===== config.mk =====
export PLATFORM = sky130hd
export DESIGN_NAME = viterbi_add_compare_select_core
export DESIGN_NICKNAME = d
export VERILOG_FILES = /design/src/rtl/vacs_pkg.sv /design/src/rtl/vacs_front.sv /design/src/rtl/vacs_queue.sv /design/src/rtl/vacs_back.sv /design/src/rtl/viterbi_add_compare_select_core.sv
export VERILOG_INCLUDE_DIRS = /design/src /design/src/rtl
export SDC_FILE = /design/constraint.sdc
export NUM_CORES = 1
export LEC_CHECK = 0
export ABC_AREA = 1
export ABC_CLOCK_PERIOD_IN_PS = 11600
export BUFFER_PORTS_ARGS = -buffer_cell sky130_fd_sc_hd__buf_2
export CAP_MARGIN = 20
export CORE_UTILIZATION = 60
export CTS_CLUSTER_DIAMETER = 60
export DETAILED_ROUTE_END_ITERATION = 7
export PLACE_DENSITY_LB_ADDON = 0.2
export SYNTH_ARGS = -nofsm -noshare
export SYNTH_HDL_FRONTEND = slang
export SYNTH_SLANG_ARGS = --single-unit

===== constraint.sdc =====
create_clock -name clock -period 11.6 [get_ports clock]
set_clock_uncertainty 0.15 [all_clocks]
set_input_delay 0 -clock clock [delete_from_list [all_inputs] [get_ports clock]]
set_output_delay 0 -clock clock [all_outputs]
set_load 0.005 [all_outputs]

===== src/rtl/viterbi_add_compare_select_core_macros.svh =====
// Assertion macros shared by the add-compare-select decoder modules.
// Each macro samples on the rising edge of clock and is disabled in reset.
`ifndef VITERBI_ADD_COMPARE_SELECT_CORE_MACROS_SVH
`define VITERBI_ADD_COMPARE_SELECT_CORE_MACROS_SVH

// The property must hold at every sampled edge outside reset.
`define VACS_ASSERT(label, prop, msg) \
   label: assert property (@(posedge clock) disable iff (reset) (prop)) else $error(msg);

// The expression must never be true outside reset.
`define VACS_ASSERT_NEVER(label, expr, msg) \
   label: assert property (@(posedge clock) disable iff (reset) !(expr)) else $error(msg);

`endif


===== src/rtl/vacs_pkg.sv =====
// Shared constants, types and the branch distance function of the
// add-compare-select decoder. No dependencies.
package vacs_pkg;

   localparam int unsigned CONSTRAINT_LENGTH = 3;
   localparam int unsigned METRIC_WIDTH      = 16;
   localparam int unsigned NUM_STATES        = 1 << (CONSTRAINT_LENGTH - 1);
   localparam int unsigned NUM_BRANCHES      = 1 << CONSTRAINT_LENGTH;
   localparam int unsigned STATE_BITS        = CONSTRAINT_LENGTH - 1;
   localparam int unsigned SUM_WIDTH         = METRIC_WIDTH + 1;
   localparam int unsigned ROW_WIDTH         = 4;
   localparam int unsigned POLY_WIDTH        = 3;
   localparam int unsigned SYMBOL_WIDTH      = 2;
   localparam int unsigned DIST_WIDTH        = 2;
   localparam int unsigned CSR_INDEX_WIDTH   = 1;
   localparam int unsigned CSR_DATA_WIDTH    = 3;
   localparam int unsigned QUEUE_DEPTH       = 2;
   localparam int unsigned QUEUE_PTR_WIDTH   = 1;
   localparam int unsigned QUEUE_COUNT_WIDTH = 2;

   typedef logic [METRIC_WIDTH-1:0] metric_type;
   typedef logic [DIST_WIDTH-1:0]   dist_type;
   typedef logic [POLY_WIDTH-1:0]   poly_type;

   localparam poly_type   POLY_UPPER_RESET = 3'd5;
   localparam poly_type   POLY_LOWER_RESET = 3'd7;
   localparam metric_type METRIC_ZERO      = '0;
   localparam metric_type METRIC_MAX       = '1;
   localparam metric_type METRIC_INIT      = {2'b01, {(METRIC_WIDTH - 2){1'b0}}};

   typedef enum logic [CSR_INDEX_WIDTH-1:0] {
      CSR_POLY_UPPER = 1'b0,
      CSR_POLY_LOWER = 1'b1
   } csr_index_type;

   // One classified symbol: the distance of every branch label to it.
   typedef struct packed {
      logic                               frame_start;
      logic [NUM_BRANCHES-1:0][DIST_WIDTH-1:0] branch_dist;
   } step_type;

   typedef struct packed {
      logic     valid;
      step_type step;
   } queue_head_type;

   // Hamming distance between a received symbol and the symbol expected on
   // the branch whose encoder register holds shift_bits.
   function automatic dist_type branch_distance(
      input logic [CONSTRAINT_LENGTH-1:0] shift_bits,
      input poly_type                     poly_upper,
      input poly_type                     poly_lower,
      input logic [SYMBOL_WIDTH-1:0]      rx_symbol
   );
      logic [CONSTRAINT_LENGTH-1:0] mask_upper;
      logic [CONSTRAINT_LENGTH-1:0] mask_lower;
      logic [SYMBOL_WIDTH-1:0]      expected;
      logic [SYMBOL_WIDTH-1:0]      diff;
      mask_upper = '0;
      mask_lower = '0;
      mask_upper[POLY_WIDTH-1:0] = poly_upper;
      mask_lower[POLY_WIDTH-1:0] = poly_lower;
      expected[1] = ^(shift_bits & mask_upper);
      expected[0] = ^(shift_bits & mask_lower);
      diff = expected ^ rx_symbol;
      return {1'b0, diff[1]} + {1'b0, diff[0]};
   endfunction

endpackage


===== src/rtl/vacs_front.sv =====
// Front end: polynomial registers, request handshake and branch distance
// classification of each received symbol. Depends on vacs_pkg.
module vacs_front (
   input  logic                                   clock,
   input  logic                                   reset,
   input  logic                                   csr_write_enable,
   input  logic [vacs_pkg::CSR_INDEX_WIDTH-1:0]   csr_index,
   input  logic [vacs_pkg::CSR_DATA_WIDTH-1:0]    csr_write_data,
   input  logic                                   req_valid,
   output logic                                   req_stall,
   input  logic [vacs_pkg::SYMBOL_WIDTH-1:0]      req_rx_symbol,
   input  logic                                   req_frame_start,
   input  logic                                   queue_full,
   output logic                                   push,
   output vacs_pkg::step_type                     push_step
);

   vacs_pkg::poly_type poly_upper_ff, poly_upper_in;
   vacs_pkg::poly_type poly_lower_ff, poly_lower_in;

   always_comb begin
      poly_upper_in = poly_upper_ff;
      poly_lower_in = poly_lower_ff;
      if (csr_write_enable) begin
         case (vacs_pkg::csr_index_type'(csr_index))
            vacs_pkg::CSR_POLY_UPPER: poly_upper_in = csr_write_data[vacs_pkg::POLY_WIDTH-1:0];
            vacs_pkg::CSR_POLY_LOWER: poly_lower_in = csr_write_data[vacs_pkg::POLY_WIDTH-1:0];
            default: ;
         endcase
      end
   end

   always_ff @(posedge clock) begin
      if (reset) begin
         poly_upper_ff <= vacs_pkg::POLY_UPPER_RESET;
         poly_lower_ff <= vacs_pkg::POLY_LOWER_RESET;
      end else begin
         poly_upper_ff <= poly_upper_in;
         poly_lower_ff <= poly_lower_in;
      end
   end

   assign req_stall = queue_full;
   assign push      = req_valid && !queue_full;

   always_comb begin
      push_step.frame_start = req_frame_start;
      for (int b = 0; b < vacs_pkg::NUM_BRANCHES; b++) begin
         push_step.branch_dist[b] = vacs_pkg::branch_distance(
            vacs_pkg::CONSTRAINT_LENGTH'(b), poly_upper_ff, poly_lower_ff, req_rx_symbol);
      end
   end

endmodule


===== src/rtl/vacs_queue.sv =====
// Two-entry queue of classified symbols between front and back ends.
// Depends on vacs_pkg and the assertion macro header.
`include "viterbi_add_compare_select_core_macros.svh"

module vacs_queue (
   input  logic                     clock,
   input  logic                     reset,
   input  logic                     push,
   input  vacs_pkg::step_type       push_step,
   input  logic                     pop,
   output vacs_pkg::queue_head_type head,
   output logic                     full
);

   vacs_pkg::step_type entries_ff [vacs_pkg::QUEUE_DEPTH];
   logic [vacs_pkg::QUEUE_PTR_WIDTH-1:0]   wr_ptr_ff, wr_ptr_in;
   logic [vacs_pkg::QUEUE_PTR_WIDTH-1:0]   rd_ptr_ff, rd_ptr_in;
   logic [vacs_pkg::QUEUE_COUNT_WIDTH-1:0] count_ff, count_in;
   logic                                   do_pop;

   assign full       = (count_ff == vacs_pkg::QUEUE_COUNT_WIDTH'(vacs_pkg::QUEUE_DEPTH));
   assign head.valid = (count_ff != '0);
   assign head.step  = entries_ff[rd_ptr_ff];
   assign do_pop     = pop && head.valid;

   always_comb begin
      wr_ptr_in = push   ? wr_ptr_ff + 1'b1 : wr_ptr_ff;
      rd_ptr_in = do_pop ? rd_ptr_ff + 1'b1 : rd_ptr_ff;
      count_in  = count_ff;
      if (push && !do_pop) begin
         count_in = count_ff + 1'b1;
      end else if (do_pop && !push) begin
         count_in = count_ff - 1'b1;
      end
   end

   always_ff @(posedge clock) begin
      if (reset) begin
         wr_ptr_ff <= '0;
         rd_ptr_ff <= '0;
         count_ff  <= '0;
      end else begin
         wr_ptr_ff <= wr_ptr_in;
         rd_ptr_ff <= rd_ptr_in;
         count_ff  <= count_in;
      end
   end

   always_ff @(posedge clock) begin
      if (push) begin
         entries_ff[wr_ptr_ff] <= push_step;
      end
   end

   `VACS_ASSERT(a_count_bounded, count_ff <= vacs_pkg::QUEUE_COUNT_WIDTH'(vacs_pkg::QUEUE_DEPTH), "queue count beyond depth")
   `VACS_ASSERT(a_pop_drains, (do_pop && !push) |=> (count_ff == $past(count_ff) - 1'b1), "pop did not drain an entry")

endmodule


===== src/rtl/vacs_back.sv =====
// Back end: path metric registers, parallel add-compare-select over all
// trellis states and the survivor row output register. Depends on vacs_pkg
// and the assertion macro header.
`include "viterbi_add_compare_select_core_macros.svh"

module vacs_back (
   input  logic                                clock,
   input  logic                                reset,
   input  vacs_pkg::queue_head_type            head,
   output logic                                pop,
   output logic                                rsp_valid,
   input  logic                                rsp_stall,
   output logic [vacs_pkg::ROW_WIDTH-1:0]      rsp_survivor_row
);

   vacs_pkg::metric_type metric_ff [vacs_pkg::NUM_STATES];
   vacs_pkg::metric_type metric_in [vacs_pkg::NUM_STATES];
   vacs_pkg::metric_type base      [vacs_pkg::NUM_STATES];
   logic [vacs_pkg::NUM_STATES-1:0] decision;
   logic                            rsp_valid_ff, rsp_valid_in;
   logic [vacs_pkg::ROW_WIDTH-1:0]  row_ff, row_in;
   logic                            take;

   assign take = head.valid && (!rsp_valid_ff || !rsp_stall);
   assign pop  = take;

   // A frame start restarts the trellis from state zero before the step.
   always_comb begin
      for (int s = 0; s < vacs_pkg::NUM_STATES; s++) begin
         if (head.step.frame_start) begin
            base[s] = (s == 0) ? vacs_pkg::METRIC_ZERO : vacs_pkg::METRIC_INIT;
         end else begin
            base[s] = metric_ff[s];
         end
      end
   end

   always_comb begin
      logic [vacs_pkg::SUM_WIDTH-1:0] sum0;
      logic [vacs_pkg::SUM_WIDTH-1:0] sum1;
      vacs_pkg::metric_type           m0;
      vacs_pkg::metric_type           m1;
      for (int s = 0; s < vacs_pkg::NUM_STATES; s++) begin
         sum0 = {1'b0, base[vacs_pkg::STATE_BITS'(s >> 1)]}
              + vacs_pkg::SUM_WIDTH'(head.step.branch_dist[s]);
         sum1 = {1'b0, base[vacs_pkg::STATE_BITS'((s >> 1) + (vacs_pkg::NUM_STATES >> 1))]}
              + vacs_pkg::SUM_WIDTH'(head.step.branch_dist[s + vacs_pkg::NUM_STATES]);
         m0 = sum0[vacs_pkg::METRIC_WIDTH] ? vacs_pkg::METRIC_MAX
                                           : sum0[vacs_pkg::METRIC_WIDTH-1:0];
         m1 = sum1[vacs_pkg::METRIC_WIDTH] ? vacs_pkg::METRIC_MAX
                                           : sum1[vacs_pkg::METRIC_WIDTH-1:0];
         decision[s] = (m1 < m0);
         metric_in[s] = take ? (decision[s] ? m1 : m0) : metric_ff[s];
      end
   end

   always_ff @(posedge clock) begin
      if (reset) begin
         for (int s = 0; s < vacs_pkg::NUM_STATES; s++) begin
            metric_ff[s] <= (s == 0) ? vacs_pkg::METRIC_ZERO : vacs_pkg::METRIC_INIT;
         end
      end else begin
         for (int s = 0; s < vacs_pkg::NUM_STATES; s++) begin
            metric_ff[s] <= metric_in[s];
         end
      end
   end

   assign rsp_valid_in = take || (rsp_valid_ff && rsp_stall);
   assign row_in       = take ? decision[vacs_pkg::ROW_WIDTH-1:0] : row_ff;

   always_ff @(posedge clock) begin
      if (reset) begin
         rsp_valid_ff <= 1'b0;
      end else begin
         rsp_valid_ff <= rsp_valid_in;
      end
   end

   always_ff @(posedge clock) begin
      row_ff <= row_in;
   end

   assign rsp_valid        = rsp_valid_ff;
   assign rsp_survivor_row = row_ff;

   `VACS_ASSERT(a_take_fills_output, take |=> rsp_valid_ff, "taken step left no result")
   `VACS_ASSERT(a_frame_start_zero, (take && head.step.frame_start) |=> (metric_ff[0] <= vacs_pkg::metric_type'(2)), "state zero metric not restarted")

endmodule


===== src/rtl/viterbi_add_compare_select_core.sv =====
// Top level of the hard-decision add-compare-select decoder core.
// Depends on vacs_pkg, vacs_front, vacs_queue and vacs_back.
//
//   Port group   Direction   Handshake          Payload
//   req_*        in          valid / stall      rx_symbol (2 bits), frame_start (1 bit)
//   rsp_*        out         valid / stall      survivor_row (4 bits)
//   csr_*        in          write enable only  index (1 bit), write data (3 bits)
//
// One received symbol is taken every cycle while the result side keeps up.
// A request accepted into the queue passes through the add-compare-select stage
// when the back end takes it; its survivor row is then held in the output
// register on rsp_* until it is taken.
// The parallel path metric update of all trellis states sets that intake rate.
// Synchronous reset empties the queue and output register, restores the default
// polynomials and loads the initial metrics; no clearing pass is needed.
// A stall on rsp_* holds the output; the queue then fills and raises req_stall.
module viterbi_add_compare_select_core (
   input  logic                                   clock,
   input  logic                                   reset,
   input  logic                                   csr_write_enable,
   input  logic [vacs_pkg::CSR_INDEX_WIDTH-1:0]   csr_index,
   input  logic [vacs_pkg::CSR_DATA_WIDTH-1:0]    csr_write_data,
   input  logic                                   req_valid,
   output logic                                   req_stall,
   input  logic [vacs_pkg::SYMBOL_WIDTH-1:0]      req_rx_symbol,
   input  logic                                   req_frame_start,
   output logic                                   rsp_valid,
   input  logic                                   rsp_stall,
   output logic [vacs_pkg::ROW_WIDTH-1:0]         rsp_survivor_row
);

   // Handshake between the front end and the queue.
   logic                     push;
   vacs_pkg::step_type       push_step;
   logic                     queue_full;

   // Head of the queue as seen by the back end.
   vacs_pkg::queue_head_type head;
   logic                     pop;

   // The front end holds the generator polynomials and turns each symbol into
   // the distances of all branch labels, so the back end never sees them.
   vacs_front u_front (
      .clock            (clock),
      .reset            (reset),
      .csr_write_enable (csr_write_enable),
      .csr_index        (csr_index),
      .csr_write_data   (csr_write_data),
      .req_valid        (req_valid),
      .req_stall        (req_stall),
      .req_rx_symbol    (req_rx_symbol),
      .req_frame_start  (req_frame_start),
      .queue_full       (queue_full),
      .push             (push),
      .push_step        (push_step)
   );

   // The two-entry queue lets the request side keep going while the result side
   // stalls, until the queue fills.
   vacs_queue u_queue (
      .clock     (clock),
      .reset     (reset),
      .push      (push),
      .push_step (push_step),
      .pop       (pop),
      .head      (head),
      .full      (queue_full)
   );

   // The back end runs one trellis step per cycle unless stalled; it registers the row.
   vacs_back u_back (
      .clock            (clock),
      .reset            (reset),
      .head             (head),
      .pop              (pop),
      .rsp_valid        (rsp_valid),
      .rsp_stall        (rsp_stall),
      .rsp_survivor_row (rsp_survivor_row)
   );

endmodule


# Yosys cells after proc, flatten, opt, wreduce, memory -nomap -nowiden
# Memory sizes are Yosys's and may differ from the RTL's. A register that Yosys moved wholly into a read port is not among the register bits.
# Index checks and enable logic that the tools add are counted.
# classes
n_reduce_logical	31
n_bitwise	12
n_mux	33
magnitude_cmp	4
n_addsub	20
n_eq_ne	1
# ops
op	n
$mux W16	24
$add A16 B2 Y17	8
$lt A16 B16 Y1	4
$reduce_xor A3 Y1	14
$add A1 B1 Y2	8
$xor A2 B2 Y2	7
$mux W1	7
$logic_and A1 B1 Y1	6
$logic_not A1 Y1	5
$mux W2	2
$or A1 B1 Y1	4
$reduce_and A2 Y1	2
$reduce_bool A2 Y1	2
$add A1 B1 Y1 const B	2
$add A2 B1 Y2 const B	1
$eq A2 B2 Y1 const B	1
$logic_or A1 B1 Y1	2
$sub A2 B1 Y2 const B	1
$not A1 Y1	1
# word_totals
in_bits	12
reg_bits	15
memories	2
wordCells	110
ram_bits	98
output_inout_bits	6
# memory_table
memory	depth	word_bits	read_ports	rd_ports_with_merged_regs	write_ports	line_no	source
u_back.metric_ff	4	16	4	0	4	vacs_back.sv:16	vacs_pkg::metric_type metric_ff [vacs_pkg::NUM_STATES];
u_queue.entries_ff	2	17	1	1	1	vacs_queue.sv:15	vacs_pkg::step_type entries_ff [vacs_pkg::QUEUE_DEPTH];

# Longest topological paths before layout
# logic_depth
word_depth	7
depth_mapped	31
depth_no_buf	27

# By module
# From an unflattened synthesis, not the netlist that was laid out.
# hier_totals
cells_unflattened	1662
hier_area_um2	10565.1
# modules_own_cells
module	area_per_inst_um2	seq_area_each_um2	cells_each	n_inst
vacs_back	8411.8	1421.4	1461	1
vacs_queue	1512.7	1121.1	88	1
vacs_front	640.6	120.1	113	1

# Worst setup path after synthesis
# Ideal clock, no wire load.
# synth_timing
path_type	register -> register
startpoint	register with a tool-made name
endpoint	memory u_back.metric_ff[0][18] (netlist bit)
stages_incl_launch_ff	30
path_buffers	4
setup_ns	0.132
slack_ns	7.415
period_less_slack_ns	4.185
arrival_ns	3.903
required_time_ns	11.318
cell_sequence	dfxtp_1 -> buf_6 -> inv_4 -> nand2_4 -> nand2_8 -> buf_6 -> buf_6 -> nand2_1 -> nand2_1 -> nand2_1 -> inv_1 -> ha_1 -> inv_1 -> nand2_1 -> nand3_1 -> nor2_4 -> clkinv_1 -> nand2_1 -> nor2_1 -> inv_1 -> ha_1 -> a21oi_1 -> o21ai_0 -> nand3_1 -> a21oi_1 -> a211oi_1 -> clkbuf_1 -> nand3_1 -> nand3_1 -> a21oi_1
# synth_rtl
element	line_no
end: declaration	vacs_back.sv:16

==> results.txt <==
The flow ran to the end, and the final reports show no timing, DRC or antenna violations. The setup path with the least slack is of type reg2reg. The share of synthesized flip-flops with an asynchronous set or reset is 0.

The remaining routing DRC violations came out at 0. STA puts the critical path data arrival time at 5.70 ns. The final-layout setup total negative slack came out at 0 ns. The aggregate global-route resource usage came out at 0.340. The capturing point of the worst reg2reg path is u_back.metric_ff[0][60]. Averaged over all synthesized cells, the footprint is 6.41 um^2. The worst hold path belongs to the class in2reg.

The mux contribution to synthesized area is 0.00385. The worst setup path is captured at a flip-flop. The worst-case IR drop observed on VDD is 235 uV. In this run, CTS created clock tree buffers numbering 17.

The remaining max-slew budget at the tightest pin came out at 0.415. The wire-length estimate of the detail-placed layout is 21.2 mm. The final weighted congestion of routability-driven global placement is 1.00. The largest incremental delay on the critical path came out at 0.85 ns. The largest driver fanout on the critical path is 45.

The ratio of cells with drive above 1 in the final layout is 0.0907. In this run, post-CTS repair resized a total of 0 instances. The net switching component of the power is 1.94 mW.

In this run the static leakage power is 5.44 nW. Of the total synthesized cell area, the portion taken by XOR and XNOR cells is 0.0370. The H-tree was split into 4 levels.

The post-detailed-route wirelength per cell came out at 15.9 um. For hold timing, the worst endpoint is u_back.metric_ff[0][14]. The final design instance area without fill is 11300 um^2. Of the total synthesized cell area, the portion taken by full adders, half adders and majority gates is 0.0926. The worst hold path begins at reset. The area taken by flip-flops and latches came out at 2660 um^2.

The number of fill cells came out at 1536. The core region is 16800 um^2. Summing all multi-input logic gate instances after layout gives 6590 um^2. The cell seen most often among critical-path stages is nand2_1.

The pin count of the biggest net entering global routing is 68. The aggregate global routing overflow came out at 0. The top-level port count is 18. The wire length of the first global-routing pass is 48.1 mm. The buffer depth of the longest clock path is 2. The number of enable-type register cells in the synthesized netlist is 38. The total count of hold-check failures in the final report is 0. The number of setup buffers added after CTS is 0. The cell count of the worst hold path came out at 3. The clock root buffer is clkbuf_16. The instance count of the mapped netlist is 1625.

Dividing total power by cell area gives a power density of 317 nW/um^2. The transition time at the pin with the least slew margin is 0.878 ns. The register-to-register setup slack came out at 6.10 ns. The clock transition at the registers of the reported paths is 0.06 ns. The number of antenna violations at the first check in global routing came out at 0. The synthesized net count is 1714. Counting flops and latches in the post-synthesis netlist gives 114.

The count of vias placed by the detailed router is 10600. The worst reg-to-reg path cell count came out at 24. The site row count is 47. The average vias per placed instance is 5.66.

The critical path goes through inv_4 > nand2_4 > nand2_8 > nand2_1 > nand2_1 > nand2_1 > inv_1 > ha_1 > inv_1 > nand2_1 > nand2_1 > nor2_4 > nand2_2 > clkinv_1 > nor3_1 > ha_1 > a21oi_1 > o21ai_0 > a21oi_2 > buf_4 > nand2_4 > nand2_1 > nand3_2 > a21oi_2. The clock latency at the later pin of the worst-skew pair is 0.43 ns. The share of power burned in combinational logic came out at 0.662. The cell-internal power is 1.65 mW. The synthesized-area fraction occupied by ao, oa, aoi and oai cells is 0.116. The final-layout worst hold slack is 0.136 ns. The slowest stage of the critical path is the dfxtp_1 cell. The share of total power dissipated in sequential elements is 0.189.

After synthesis, the largest family of logic cells by area is simple AND/OR/NAND/NOR gates. The number of placed cells counting well taps came out at 1824. Counting every sink on the clock net gives 114. Setup violations remaining at the end of the flow were counted as 0. TritonCTS built the clock tree. The initial standard-cell utilization of the core is 0.621. The port buffer count came out at 17.

The sequential share of the synthesized area came out at 0.256. The required time of the worst setup path came out at 11.80 ns. The area growth from synthesis to final layout came out at 8.76%. Setup repair after global routing left no endpoint under its margin. The number of warnings issued by yosys came out at 0. The net count of the finished layout is 1729. The floorplan step defined a die boundary enclosing 17900 um^2.

STA classifies the critical path startpoint as a flip-flop. For this run, the leading register cell type out of synthesis is dfxtp_1. The number of diodes is 0.

The maximum clock rate came out at 0.182 GHz. The post-route fraction of the period consumed by the critical path came out at 0.474. The clock power share is 0.149. The switching power share of the total came out at 0.540.

Before antenna repair, the detailed router went through 6 iterations. For the finished layout, the period the worst path requires is 5.50 ns. The die height is 134 um.

The synthesized netlist occupies a cell area of 10400 um^2. The cell area reported after detailed placement is 10600 um^2. The number of nets with antenna violations after detailed routing is 0.

The number of max-cap violations came out at 0. The number of pins exceeding their max-slew limit in the final report is 0. After clock tree synthesis, the flow added hold-fix buffers numbering 16.

The via count of the first global-routing pass is 9708. The horizontal die dimension came out at 134 um. The number of different library cells used by synthesis comes to 42. The number of DRC violations after detailed-routing iteration 0 came out at 1023. Once layout is complete, the cells apart from fillers number 1873. The basic-gate share of the synthesized area counting and, or, nand and nor cells is 0.382. The overall routed net length came out at 29.7 mm.
## worst max-delay path: cells and delay by family (launching register included)
kind	cells	cell delay (ns)
compound gates	4	0.57
fa+ha+maj	2	0.54
simple gates	13	2.33
buf+inv	5	0.95
flops	1	0.85
## kinds of logic after synthesis
logic type | after synthesis
compound gates | 224
xor+xnor | 44
fa+ha+maj | 77
buf+inv | 282
flops | 114
mux | 4
simple gates | 880
## registers in the layout, indices dropped and copies added, names as in the netlist, named ones only
register                 cells
u_front.poly_upper_ff        3
u_back.metric_ff            64
u_front.poly_lower_ff        3
u_back.rsp_survivor_row      4
u_queue.entries_ff          34
u_queue.count_ff             2
u_back.rsp_valid             1
u_queue.rd_ptr_ff            1
u_queue.wr_ptr_ff            1
## worst max-delay path by stage
stage	start	end	slack, ns
finish	flip-flop	u_back.metric_ff[0][60]	6.10
global route	flip-flop	u_back.metric_ff[0][62]	5.64
CTS	flip-flop	u_back.metric_ff[0][34]	5.94
detailed placement	flip-flop	u_back.metric_ff[0][34]	6.02
global placement	flip-flop	u_back.metric_ff[0][34]	6.16
floorplan	flip-flop	u_back.metric_ff[0][18]	7.41
## routing by layer
metal	GRT usage	wire length [um]	up-vias
met2	0.550	13400	408
met4	0.116	773	0
met3	0.0601	2120	62
met5	0	0	-
li1	-	-	5296
met1	0.455	13400	4826
## power groups by stage
stage	Clock, mW	Combinational [mW]	Sequential [mW]
after floorplan	0	1.92	0.638
after global placement	0	2.25	0.679
after detailed placement	0	2.31	0.679
after CTS	0.536	2.33	0.674
after global routing	0.554	2.66	0.690
final	0.536	2.38	0.677
## cell usage in the layout, fill, tap and decap left out, drive strengths merged, types with 16 or more instances in the layout
cell | netlist | final
a21oi | 146 | 146
edfxtp | 38 | 38
nor3 | 39 | 39
nor2 | 221 | 221
buf | 24 | 27
clkbuf | 23 | 18
o21ai | 54 | 54
nand2 | 421 | 421
nand3 | 180 | 180
xor2 | 33 | 33
ha | 77 | 77
inv | 232 | 236
dfxtp | 76 | 76
dlygate4sd3 | 0 | 16
## final cells by class
class	instances	area share
Inverter	235	0.0781
Clock buffer	18	0.0379
Timing Repair Buffer	43	0.0286
Sequential cell	114	0.235
Multi-Input combinational cell	1229	0.582
Tap cell	220	0.0243
Clock inverter	14	0.0136
## cell usage after synthesis (9+ instances only)
library cell    n  area (um^2)
nand2_1       383         1440
inv_1         230          863
nor2_1        197          739
nand3_1       168          841
a21oi_1       137          686
ha_1           77          963
dfxtp_1        76         1520
o21ai_0        49          245
nor3_1         39          195
edfxtp_1       38         1140
xor2_1         33          289
clkbuf_1       23         86.3
nand2_2        22          138
nand2_4        15          169
nor2_2         15         93.8
a31oi_1        12         75.1
nand3_2        12          120
buf_6          11          124
nand4_1        11         68.8
xnor2_1        11         96.3
a21oi_2         9         78.8
nor2_4          9          101
## stage by stage
| step | util | total power [mW] | worst slack [ns] |
|---|---|---|---|
| after floorplan | - | 2.55 | 7.41 |
| after global placement | 0.630 | 2.93 | 6.16 |
| after detailed placement | 0.630 | 2.99 | 6.02 |
| after CTS | 0.675 | 3.54 | 5.94 |
| after global routing | 0.675 | 3.91 | 5.64 |
| final | 0.675 | 3.59 | 6.10 |
(Power assumes the default switching activity.)
